$ cat src/crcgc_pkg.sv
`default_nettype none

package crcgc_pkg;

    localparam logic [1:0]  MODE_NONE   = 2'd0;
    localparam logic [1:0]  MODE_CRC16  = 2'd1;
    localparam logic [1:0]  MODE_CRC32C = 2'd2;

    localparam logic [15:0] POLY16       = 16'h1021;
    localparam logic [31:0] POLY32C_REFL = 32'h82F6_3B78;
    localparam logic [31:0] CRC_INIT     = 32'hFFFF_FFFF;

    localparam logic [2:0]  LEN_CRC16  = 3'd2;
    localparam logic [2:0]  LEN_CRC32C = 3'd4;

    localparam int JOB_DEPTH = 4;
    localparam int JOB_PTR_W = $clog2(JOB_DEPTH);
    localparam int JOB_CNT_W = $clog2(JOB_DEPTH + 1);

    typedef enum logic [1:0] {
        JOB_GEN16,
        JOB_GEN32,
        JOB_VERDICT
    } job_kind_t;

    typedef struct packed {
        job_kind_t   kind;
        logic [31:0] value;
        logic        pass;
    } job_t;

    typedef struct packed {
        logic        req_type;
        logic [7:0]  data_byte;
        logic        last_byte;
        logic [31:0] expected_crc;
        logic [2:0]  expected_length;
    } in_item_t;

    typedef struct packed {
        logic [7:0] out_byte;
        logic       last_out;
        logic       is_verdict;
        logic       check_passed;
    } out_item_t;

    // MSB-first CRC-16 over one byte; the upper half of the register is kept.
    function automatic logic [31:0] fold16(input logic [31:0] crc, input logic [7:0] b);
        logic [15:0] c;
        c = crc[15:0] ^ {b, 8'h00};
        for (int i = 0; i < 8; i++) begin
            if (c[15])
            begin
                c = {c[14:0], 1'b0} ^ POLY16;
            end
            else
            begin
                c = {c[14:0], 1'b0};
            end
        end
        return {crc[31:16], c};
    endfunction

    // Reflected CRC-32C over one byte.
    function automatic logic [31:0] fold32c(input logic [31:0] crc, input logic [7:0] b);
        logic [31:0] c;
        c = crc ^ {24'h000000, b};
        for (int i = 0; i < 8; i++) begin
            if (c[0])
            begin
                c = {1'b0, c[31:1]} ^ POLY32C_REFL;
            end
            else
            begin
                c = {1'b0, c[31:1]};
            end
        end
        return c;
    endfunction

endpackage

`default_nettype wire

$ cat src/crcgc_front.sv
`default_nettype none

module crcgc_front (
    input  wire logic               clk,
    input  wire logic               rst_n,
    input  wire logic               cfg_we,
    input  wire logic [1:0]         cfg_data,
    input  wire logic               push,
    input  wire crcgc_pkg::in_item_t in_item,
    input  wire logic               job_full,
    output logic                    job_push,
    output crcgc_pkg::job_t         job
);
    import crcgc_pkg::*;

    logic [1:0]  mode_reg;
    logic [1:0]  mode_next;
    logic [31:0] crc_reg;
    logic [31:0] crc_next;
    logic [31:0] crc_fold;
    logic        accept;
    logic        pass;

    assign accept = push && !job_full;

    always_comb
    begin
        unique case (mode_reg)
            MODE_CRC16:  crc_fold = fold16(crc_reg, in_item.data_byte);
            MODE_CRC32C: crc_fold = fold32c(crc_reg, in_item.data_byte);
            default:     crc_fold = crc_reg;
        endcase
    end

    always_comb
    begin
        unique case (mode_reg)
            MODE_CRC16:
                pass = (in_item.expected_length == LEN_CRC16) &&
                       (in_item.expected_crc[15:0] == crc_fold[15:0]);
            MODE_CRC32C:
                pass = (in_item.expected_length == LEN_CRC32C) &&
                       (in_item.expected_crc == ~crc_fold);
            default:
                pass = 1'b1;
        endcase
    end

    // A finished message becomes one job for the back end; a generate
    // request with no CRC selected yields nothing at all.
    always_comb
    begin
        job.pass  = pass;
        job.value = crc_fold;
        job.kind  = JOB_VERDICT;
        job_push  = 1'b0;
        if (in_item.req_type)
        begin
            job.kind = JOB_VERDICT;
            job_push = accept && in_item.last_byte;
        end
        else
        begin
            unique case (mode_reg)
                MODE_CRC16:
                begin
                    job.kind  = JOB_GEN16;
                    job.value = {16'h0000, crc_fold[15:0]};
                    job_push  = accept && in_item.last_byte;
                end
                MODE_CRC32C:
                begin
                    job.kind  = JOB_GEN32;
                    job.value = ~crc_fold;
                    job_push  = accept && in_item.last_byte;
                end
                default:
                begin
                    job.kind = JOB_VERDICT;
                    job_push = 1'b0;
                end
            endcase
        end
    end

    always_comb
    begin
        mode_next = cfg_we ? cfg_data : mode_reg;
        crc_next  = crc_reg;
        if (accept)
        begin
            crc_next = in_item.last_byte ? CRC_INIT : crc_fold;
        end
    end

    always_ff @(posedge clk or negedge rst_n)
    begin
        if (!rst_n)
        begin
            mode_reg <= MODE_NONE;
            crc_reg  <= CRC_INIT;
        end
        else
        begin
            mode_reg <= mode_next;
            crc_reg  <= crc_next;
        end
    end

endmodule

`default_nettype wire

$ cat src/crcgc_job_fifo.sv
`default_nettype none

module crcgc_job_fifo (
    input  wire logic           clk,
    input  wire logic           rst_n,
    input  wire logic           push,
    input  wire crcgc_pkg::job_t push_job,
    input  wire logic           pop,
    output logic                full,
    output logic                empty,
    output crcgc_pkg::job_t     head
);
    import crcgc_pkg::*;

    job_t                 mem [JOB_DEPTH];
    logic [JOB_PTR_W-1:0] wr_ptr_reg;
    logic [JOB_PTR_W-1:0] wr_ptr_next;
    logic [JOB_PTR_W-1:0] rd_ptr_reg;
    logic [JOB_PTR_W-1:0] rd_ptr_next;
    logic [JOB_CNT_W-1:0] count_reg;
    logic [JOB_CNT_W-1:0] count_next;
    logic                 do_push;
    logic                 do_pop;

    assign full    = (count_reg == JOB_CNT_W'(JOB_DEPTH));
    assign empty   = (count_reg == '0);
    assign do_push = push && !full;
    assign do_pop  = pop && !empty;
    assign head    = mem[rd_ptr_reg];

    always_comb
    begin
        wr_ptr_next = do_push ? wr_ptr_reg + 1'b1 : wr_ptr_reg;
        rd_ptr_next = do_pop ? rd_ptr_reg + 1'b1 : rd_ptr_reg;
        count_next  = count_reg;
        if (do_push && !do_pop)
        begin
            count_next = count_reg + 1'b1;
        end
        else if (do_pop && !do_push)
        begin
            count_next = count_reg - 1'b1;
        end
    end

    always_ff @(posedge clk)
    begin
        if (do_push)
        begin
            mem[wr_ptr_reg] <= push_job;
        end
    end

    always_ff @(posedge clk or negedge rst_n)
    begin
        if (!rst_n)
        begin
            wr_ptr_reg <= '0;
            rd_ptr_reg <= '0;
            count_reg  <= '0;
        end
        else
        begin
            wr_ptr_reg <= wr_ptr_next;
            rd_ptr_reg <= rd_ptr_next;
            count_reg  <= count_next;
        end
    end

    // The front end only finishes a message when there is room for its job.
    a_no_push_when_full: assert property (@(posedge clk) disable iff (!rst_n)
        push |-> !full)
        else $error("job pushed into a full queue");

    a_count_bound: assert property (@(posedge clk) disable iff (!rst_n)
        count_reg <= JOB_CNT_W'(JOB_DEPTH))
        else $error("job count beyond queue depth");

endmodule

`default_nettype wire

$ cat src/crcgc_back.sv
`default_nettype none

module crcgc_back (
    input  wire logic           clk,
    input  wire logic           rst_n,
    input  wire logic           job_empty,
    input  wire crcgc_pkg::job_t job,
    output logic                job_pop,
    input  wire logic           pop,
    output logic                empty,
    output crcgc_pkg::out_item_t out_item
);
    import crcgc_pkg::*;

    logic [1:0] idx_reg;
    logic [1:0] idx_next;
    logic       out_valid_reg;
    logic       out_valid_next;
    out_item_t  out_reg;
    out_item_t  item;
    logic       taken;
    logic       produce;

    assign taken   = pop && out_valid_reg;
    assign produce = !job_empty && (!out_valid_reg || taken);
    assign job_pop = produce && item.last_out;

    // Head job results, MSB first; one per cycle unless the output stalls.
    always_comb
    begin
        item = '0;
        unique case (job.kind)
            JOB_GEN16:
            begin
                item.out_byte = idx_reg[0] ? job.value[7:0] : job.value[15:8];
                item.last_out = idx_reg[0];
            end
            JOB_GEN32:
            begin
                unique case (idx_reg)
                    2'd0:    item.out_byte = job.value[31:24];
                    2'd1:    item.out_byte = job.value[23:16];
                    2'd2:    item.out_byte = job.value[15:8];
                    default: item.out_byte = job.value[7:0];
                endcase
                item.last_out = (idx_reg == 2'd3);
            end
            default:
            begin
                item.last_out     = 1'b1;
                item.is_verdict   = 1'b1;
                item.check_passed = job.pass;
            end
        endcase
    end

    always_comb
    begin
        idx_next       = idx_reg;
        out_valid_next = out_valid_reg;
        if (produce)
        begin
            idx_next       = item.last_out ? 2'd0 : idx_reg + 2'd1;
            out_valid_next = 1'b1;
        end
        else if (taken)
        begin
            out_valid_next = 1'b0;
        end
    end

    always_ff @(posedge clk)
    begin
        if (produce)
        begin
            out_reg <= item;
        end
    end

    always_ff @(posedge clk or negedge rst_n)
    begin
        if (!rst_n)
        begin
            idx_reg       <= 2'd0;
            out_valid_reg <= 1'b0;
        end
        else
        begin
            idx_reg       <= idx_next;
            out_valid_reg <= out_valid_next;
        end
    end

    assign empty    = !out_valid_reg;
    assign out_item = out_reg;

    a_gen16_index: assert property (@(posedge clk) disable iff (!rst_n)
        (!job_empty && job.kind == JOB_GEN16) |-> idx_reg < 2'd2)
        else $error("CRC-16 byte index out of range");

    a_index_restart: assert property (@(posedge clk) disable iff (!rst_n)
        job_pop |=> idx_reg == 2'd0)
        else $error("byte index not restarted after a finished job");

endmodule

`default_nettype wire

$ cat src/crc16_crc32c_generate_check.sv
`default_nettype none

// Channel   Direction  Transfer when        Payload
// input     in         push && !full        in_item   (in_item_t)
// result    out        pop && !empty        out_item  (out_item_t)
// config    in         cfg_we               cfg_data  (crc_mode, 2 bits)
//
// One message byte is taken every cycle while full is low; the 8-bit CRC update is
// unrolled in the front end. A finished message queues at most one job (up to four
// waiting), and the back end emits its 2 or 4 CRC bytes, or its single verdict, at
// one result per cycle while results are popped, via a one-entry output register.
// full rises only when four finished jobs are still waiting for the back end.
// Reset selects no CRC, loads the running CRC with all ones and empties both queues.

module crc16_crc32c_generate_check (
    input  wire logic                 clk,
    input  wire logic                 rst_n,
    input  wire logic                 cfg_we,
    input  wire logic [1:0]           cfg_data,
    input  wire logic                 push,
    input  wire crcgc_pkg::in_item_t  in_item,
    output logic                      full,
    input  wire logic                 pop,
    output logic                      empty,
    output crcgc_pkg::out_item_t      out_item
);
    import crcgc_pkg::*;

    logic job_push;
    job_t job_in;
    logic job_full;
    logic job_empty;
    logic job_pop;
    job_t job_head;

    crcgc_front u_front (
        .clk      (clk),
        .rst_n    (rst_n),
        .cfg_we   (cfg_we),
        .cfg_data (cfg_data),
        .push     (push),
        .in_item  (in_item),
        .job_full (job_full),
        .job_push (job_push),
        .job      (job_in)
    );

    crcgc_job_fifo u_job_fifo (
        .clk      (clk),
        .rst_n    (rst_n),
        .push     (job_push),
        .push_job (job_in),
        .pop      (job_pop),
        .full     (job_full),
        .empty    (job_empty),
        .head     (job_head)
    );

    crcgc_back u_back (
        .clk       (clk),
        .rst_n     (rst_n),
        .job_empty (job_empty),
        .job       (job_head),
        .job_pop   (job_pop),
        .pop       (pop),
        .empty     (empty),
        .out_item  (out_item)
    );

    assign full = job_full;

endmodule

`default_nettype wire
$ cat config.mk
export PLATFORM = sky130hd
export DESIGN_NAME = crc16_crc32c_generate_check
export DESIGN_NICKNAME = d
export VERILOG_FILES = /design/src/crcgc_pkg.sv /design/src/crcgc_front.sv /design/src/crcgc_job_fifo.sv /design/src/crcgc_back.sv /design/src/crc16_crc32c_generate_check.sv
export SDC_FILE = /design/constraint.sdc
export NUM_CORES = 1
export LEC_CHECK = 0
export CAP_MARGIN = 0
export CORE_MARGIN = 10
export CORE_UTILIZATION = 45
export CTS_CLUSTER_SIZE = 8
export DETAILED_ROUTE_END_ITERATION = 8
export DONT_BUFFER_PORTS = 1
export PLACE_DENSITY = 0.57
export SYNTH_ARGS = -nofsm -noshare
export SYNTH_HDL_FRONTEND = slang
export SYNTH_SLANG_ARGS = --single-unit
$ cat constraint.sdc
create_clock -name clk -period 6.5 [get_ports clk]
set_input_delay 0.325 -clock clk [delete_from_list [all_inputs] [get_ports clk]]
set_output_delay 0.325 -clock clk [all_outputs]
set_load 0.05 [all_outputs]
# Yosys cells after proc, flatten, opt, wreduce, memory -nomap -nowiden
# Memories as Yosys holds them, arrays and structs flattened.
# Cells that the tools add are included.
# word_totals
reg_bits	55
ram_bits	140
output_inout_bits	13
word_cells	122
n_memories	1
# memory_table
name	depth	width	rd	rd_clocked_by_memory_dff	write_ports	line_no	source
u_job_fifo.mem	4	35	1	0	1	crcgc_job_fifo.sv:15	job_t mem [JOB_DEPTH];
# op_classes
n_addsub	5
n_eq_ne	11
n_mux	51
bitwise	19
n_reduce_logical	24
# op_table
op	count
$mux 32	17
$not 16->17	8
$pmux 32 s2	2
$mux 16	7
$mux 13	8
$eq 32x32->1	1
$not 32->32	1
$xor 32x8->32	1
$not 3->3	8
$pmux 8 s3	1
$eq 16x16->1	1
$pmux 8 s2	1
$xor 16x16->16	1
$logic_and 1x1->1	11
$mux 8	1
$add 2x1->2 const B	3
$eq 2x1->1 const B	3
$eq 2x2->1 const B	3
$eq 3x3->1 const B	2
$mux 1	6
$mux 2	3
$mux 3	2
$logic_not 1->1	5
$logic_not 2->1	2
9 further kinds	12

# Longest topological paths before layout
# logic_depth
ltp_word	29
depth_mapped	13
ltp_nobuf	11

# Hierarchy
# A second synthesis with hierarchy kept.
# unflattened
cells_unflattened	895
area_unflattened_um2	11278.3
# by_module_without_submodules
mod	instances	cells_per_inst	area_per_inst_um2	seq_area_each_um2
crcgc_job_fifo	1	219	5535.3	4379.2
crcgc_front	1	582	4762.1	890.9
crcgc_back	1	94	980.9	405.4

# Worst setup path after synthesis
# No wires, ideal clock.
# synth_timing
path_type	reg-to-reg
startpoint	register u_front.crc_reg[5]
endpoint	memory u_job_fifo.mem[0][0] in the netlist's numbering (data pin)
t_arrival_ns	3.335
setup_slack_ns	3.022
stages_incl_launch_ff	11
path_buffers	1
path_cell_list	dfstp_2 buf_2 xnor2_2 xnor3_2 xnor3_1 a221oi_2 nor2_4 xnor2_1 or4_4 nor4_2 a21o_1
# synth_lines
item	line_no	source
from (decl)	crcgc_front.sv:18	logic [31:0] crc_reg;
from (signal assigned)	crcgc_front.sv:106	crc_reg <= crc_next;
to (decl)	crcgc_job_fifo.sv:15	

==> impl_metrics.tcl <==
set metrics [dict create \
    status "finished clean" \
    clock_path_buffers 2 \
    maxSlewViolCount 0 \
    fin_worst_skew_ps 18.3 \
    max_freq_ghz 0.237 \
    drt-wirelength-per-cell_microns 26.0 \
    first_pass_iters 5 \
    synthTopCellsByArea "edfxtp_1, dfstp_2, mux4_2" \
    cts_resized 0 \
    cp_common_cell "inv_1" \
    clock-root-buffer "clkbuf_16" \
    drtIter0Drc 700 \
    cp_top_family "buffers and inverters" \
    synth_ff_type "edfxtp_1" \
    postCtsSetupBuffers 0 \
    crit_type "reg -> reg" \
    yosysTopAreaCellShare_pct 40.0 \
    yosysMostFrequentCell "edfxtp_1" \
    rsz0062_at_grt "no" \
    num_antenna_cells 0 \
    syn_avg_cell_area_sq_um 12.9 \
    cts.sinks 195 \
    area_growth_pct 7.97 \
    port_buffers 0 \
    critPathLaunchType "register" \
    worstPathArrival_ps 4490 \
    routed_wl_microns 31400 \
    seqCellArea_sq_mm 0.00568 \
    syn_inst 878 \
    power_uw 7540 \
    antenna_found_initial 0 \
    cts_tree "built" \
    gp_congestion 0.930 \
    maxCapViolCount 0 \
    cp_slowest_cell "ha_2" \
    synthArstFlopShare_pct 22.6 \
    setup_tns_ps 0 \
    ioPinCount 65 \
    peakVddDrop_v 0.000386 \
    power_density_mw_per_mm2 615 \
    crit_fanout 35 \
    largest_reg_flops 140 \
    finish.utilization_pct 49.1 \
    hold_viol_final 0 \
    track_usage_pct 19.9 \
    drive_gt1_share_pct 17.6 \
    initial_core_util_pct 45.4 \
    synth_seq_area_share_pct 50.0 \
    grt_max_degree 45 \
    ys_ff_latch 195 \
    syn-cell-area_sq_mm 0.0113 \
    slew_headroom_pct 16.4 \
    rows 58 \
    setup_viol 0 \
    required_ps 6770 \
    synth_cell_types 80 \
    htree_levels 4 \
    clk_latency_ps 430 \
    die_height_microns 179 \
    nets 928 \
    hold_class "in -> reg" \
    multi_input_area_sq_mm 0.00533 \
    fin_crit_ps 4220 \
    slowest_delay_ps 630 \
    fill_cells 2229 \
    remaining_drc_errors 0 \
    post-route-period-util_pct 64.9 \
    place_inst 1169 \
    die_area_sq_mm 0.0320 \
    grt_pass1_vias 7303 \
    path_buf_inv 3 \
    vias_per_cell 6.05 \
    fp.coreArea_sq_mm 0.0250 \
    gr-total-overflow 0 \
    yosysTopAreaCell "edfxtp_1" \
    ctsHoldBuffers 5 \
    synth_nets 943 \
    synth_common_cells "edfxtp_1, nor2_1, a21oi_1, nand2_1, xnor2_1" \
    cts_buffers 17 \
    yosys_warnings 0 \
    vias 7293 \
    die_x_microns 179 \
    hpwl_microns 22600 \
    leakage_uw 0.00445 \
    synth_edf_count 151 \
    worst_pin_slew_ps 1250 \
    worstPathCellList "inv_1 -> ha_2 -> buf_4 -> inv_1 -> nand3_1 -> mux2i_1 -> a221oi_1 -> xnor2_1 -> o221ai_1 -> or3_2 -> nor4_2 -> a21o_1" \
    ant_nets 0 \
    crit_path_end_kind "register" \
    grt_pass1_wl_microns 47100 \
    layout.cells.non_filler 1206 \
    clkTransAtPathRegs_ps 80 \
]
==> cell families (layout without fill, tap and decap cells) <==
kind of cell | after synthesis | after routing | share of synthesized area, %
XOR/XNOR | 127 | 127 | 15.4
multiplexers | 50 | 50 | 8.29
buffers and inverters | 74 | 72 | 3.13
AO/OA/AOI/OAI | 211 | 211 | 13.0
AND/OR/NAND/NOR | 208 | 208 | 8.70
adder cells (fa/ha/maj) | 13 | 13 | 1.50
flip-flops | 195 | 195 | 50.0
==> metal layers <==
metal,GRT usage (%),up-vias,wire length (microns)
met5,0,-,0
met4,6.58,0,815
met3,4.25,41,2170
met2,32.6,267,15400
met1,25.7,3692,13000
li1,-,3293,-
==> through the flow <==
stage / worst slack (ps) / area, sq um / hold WS [ps]
2_1_floorplan: 3020 / 11300 / 29.4
6_report: 2280 / 12300 / 12.5
5_1_grt: 2010 / 12300 / 7.69
3_5_place_dp: 2420 / 11600 / 31.8
4_1_cts: 2340 / 12300 / 3.04
3_3_place_gp: 2490 / 11600 / 33.2
==> power by group <==
part | switching (uW) | leakage, uW | internal [uW]
Sequential | 412 | 0.00186 | 1860
Clock | 513 | 0.000288 | 520
Combinational | 2320 | 0.00231 | 1910
Total | 3240 | 0.00445 | 4290
==> worst paths after layout <==
path	from	end	slack, ps	cells past startpoint
max in group asynchronous	rst_n	u_front.crc_reg[24]	5770	2
hold / removal	cfg_we	u_front.mode_reg[1]	10	2
hold reg to reg	u_job_fifo.count_reg[2]	u_job_fifo.count_reg[2]	490	1
setup / recovery	u_front.mode_reg[0]	u_job_fifo.mem[1][0]	2280	12
setup reg to reg	u_front.mode_reg[0]	u_job_fifo.mem[1][0]	2280	12
min in group asynchronous	rst_n	u_job_fifo.rd_ptr_reg[1]	420	2
==> cell usage in the layout (no fill, tap or decap), types with 12 or more instances in the layout <==
master	instances
inv_1	22
o21ai_0	36
nand2_1	60
clkbuf_16	17
a21oi_1	67
xor2_1	20
nand2b_1	13
buf_4	12
mux2i_1	13
o22a_1	17
nor2_1	75
mux4_2	35
xnor3_1	22
dfstp_2	32
xnor2_1	59
edfxtp_1	151
==> cell type report <==
class,instances,area share [%]
well taps,330,3.37
multi-input cells,609,43.5
flip-flops and latches,195,46.3
clock inverters,14,1.29
repair buffers,17,1.29
clock buffers,18,3.50
inverters,23,0.705
Note: power is estimated with default switching activity, not from simulation.
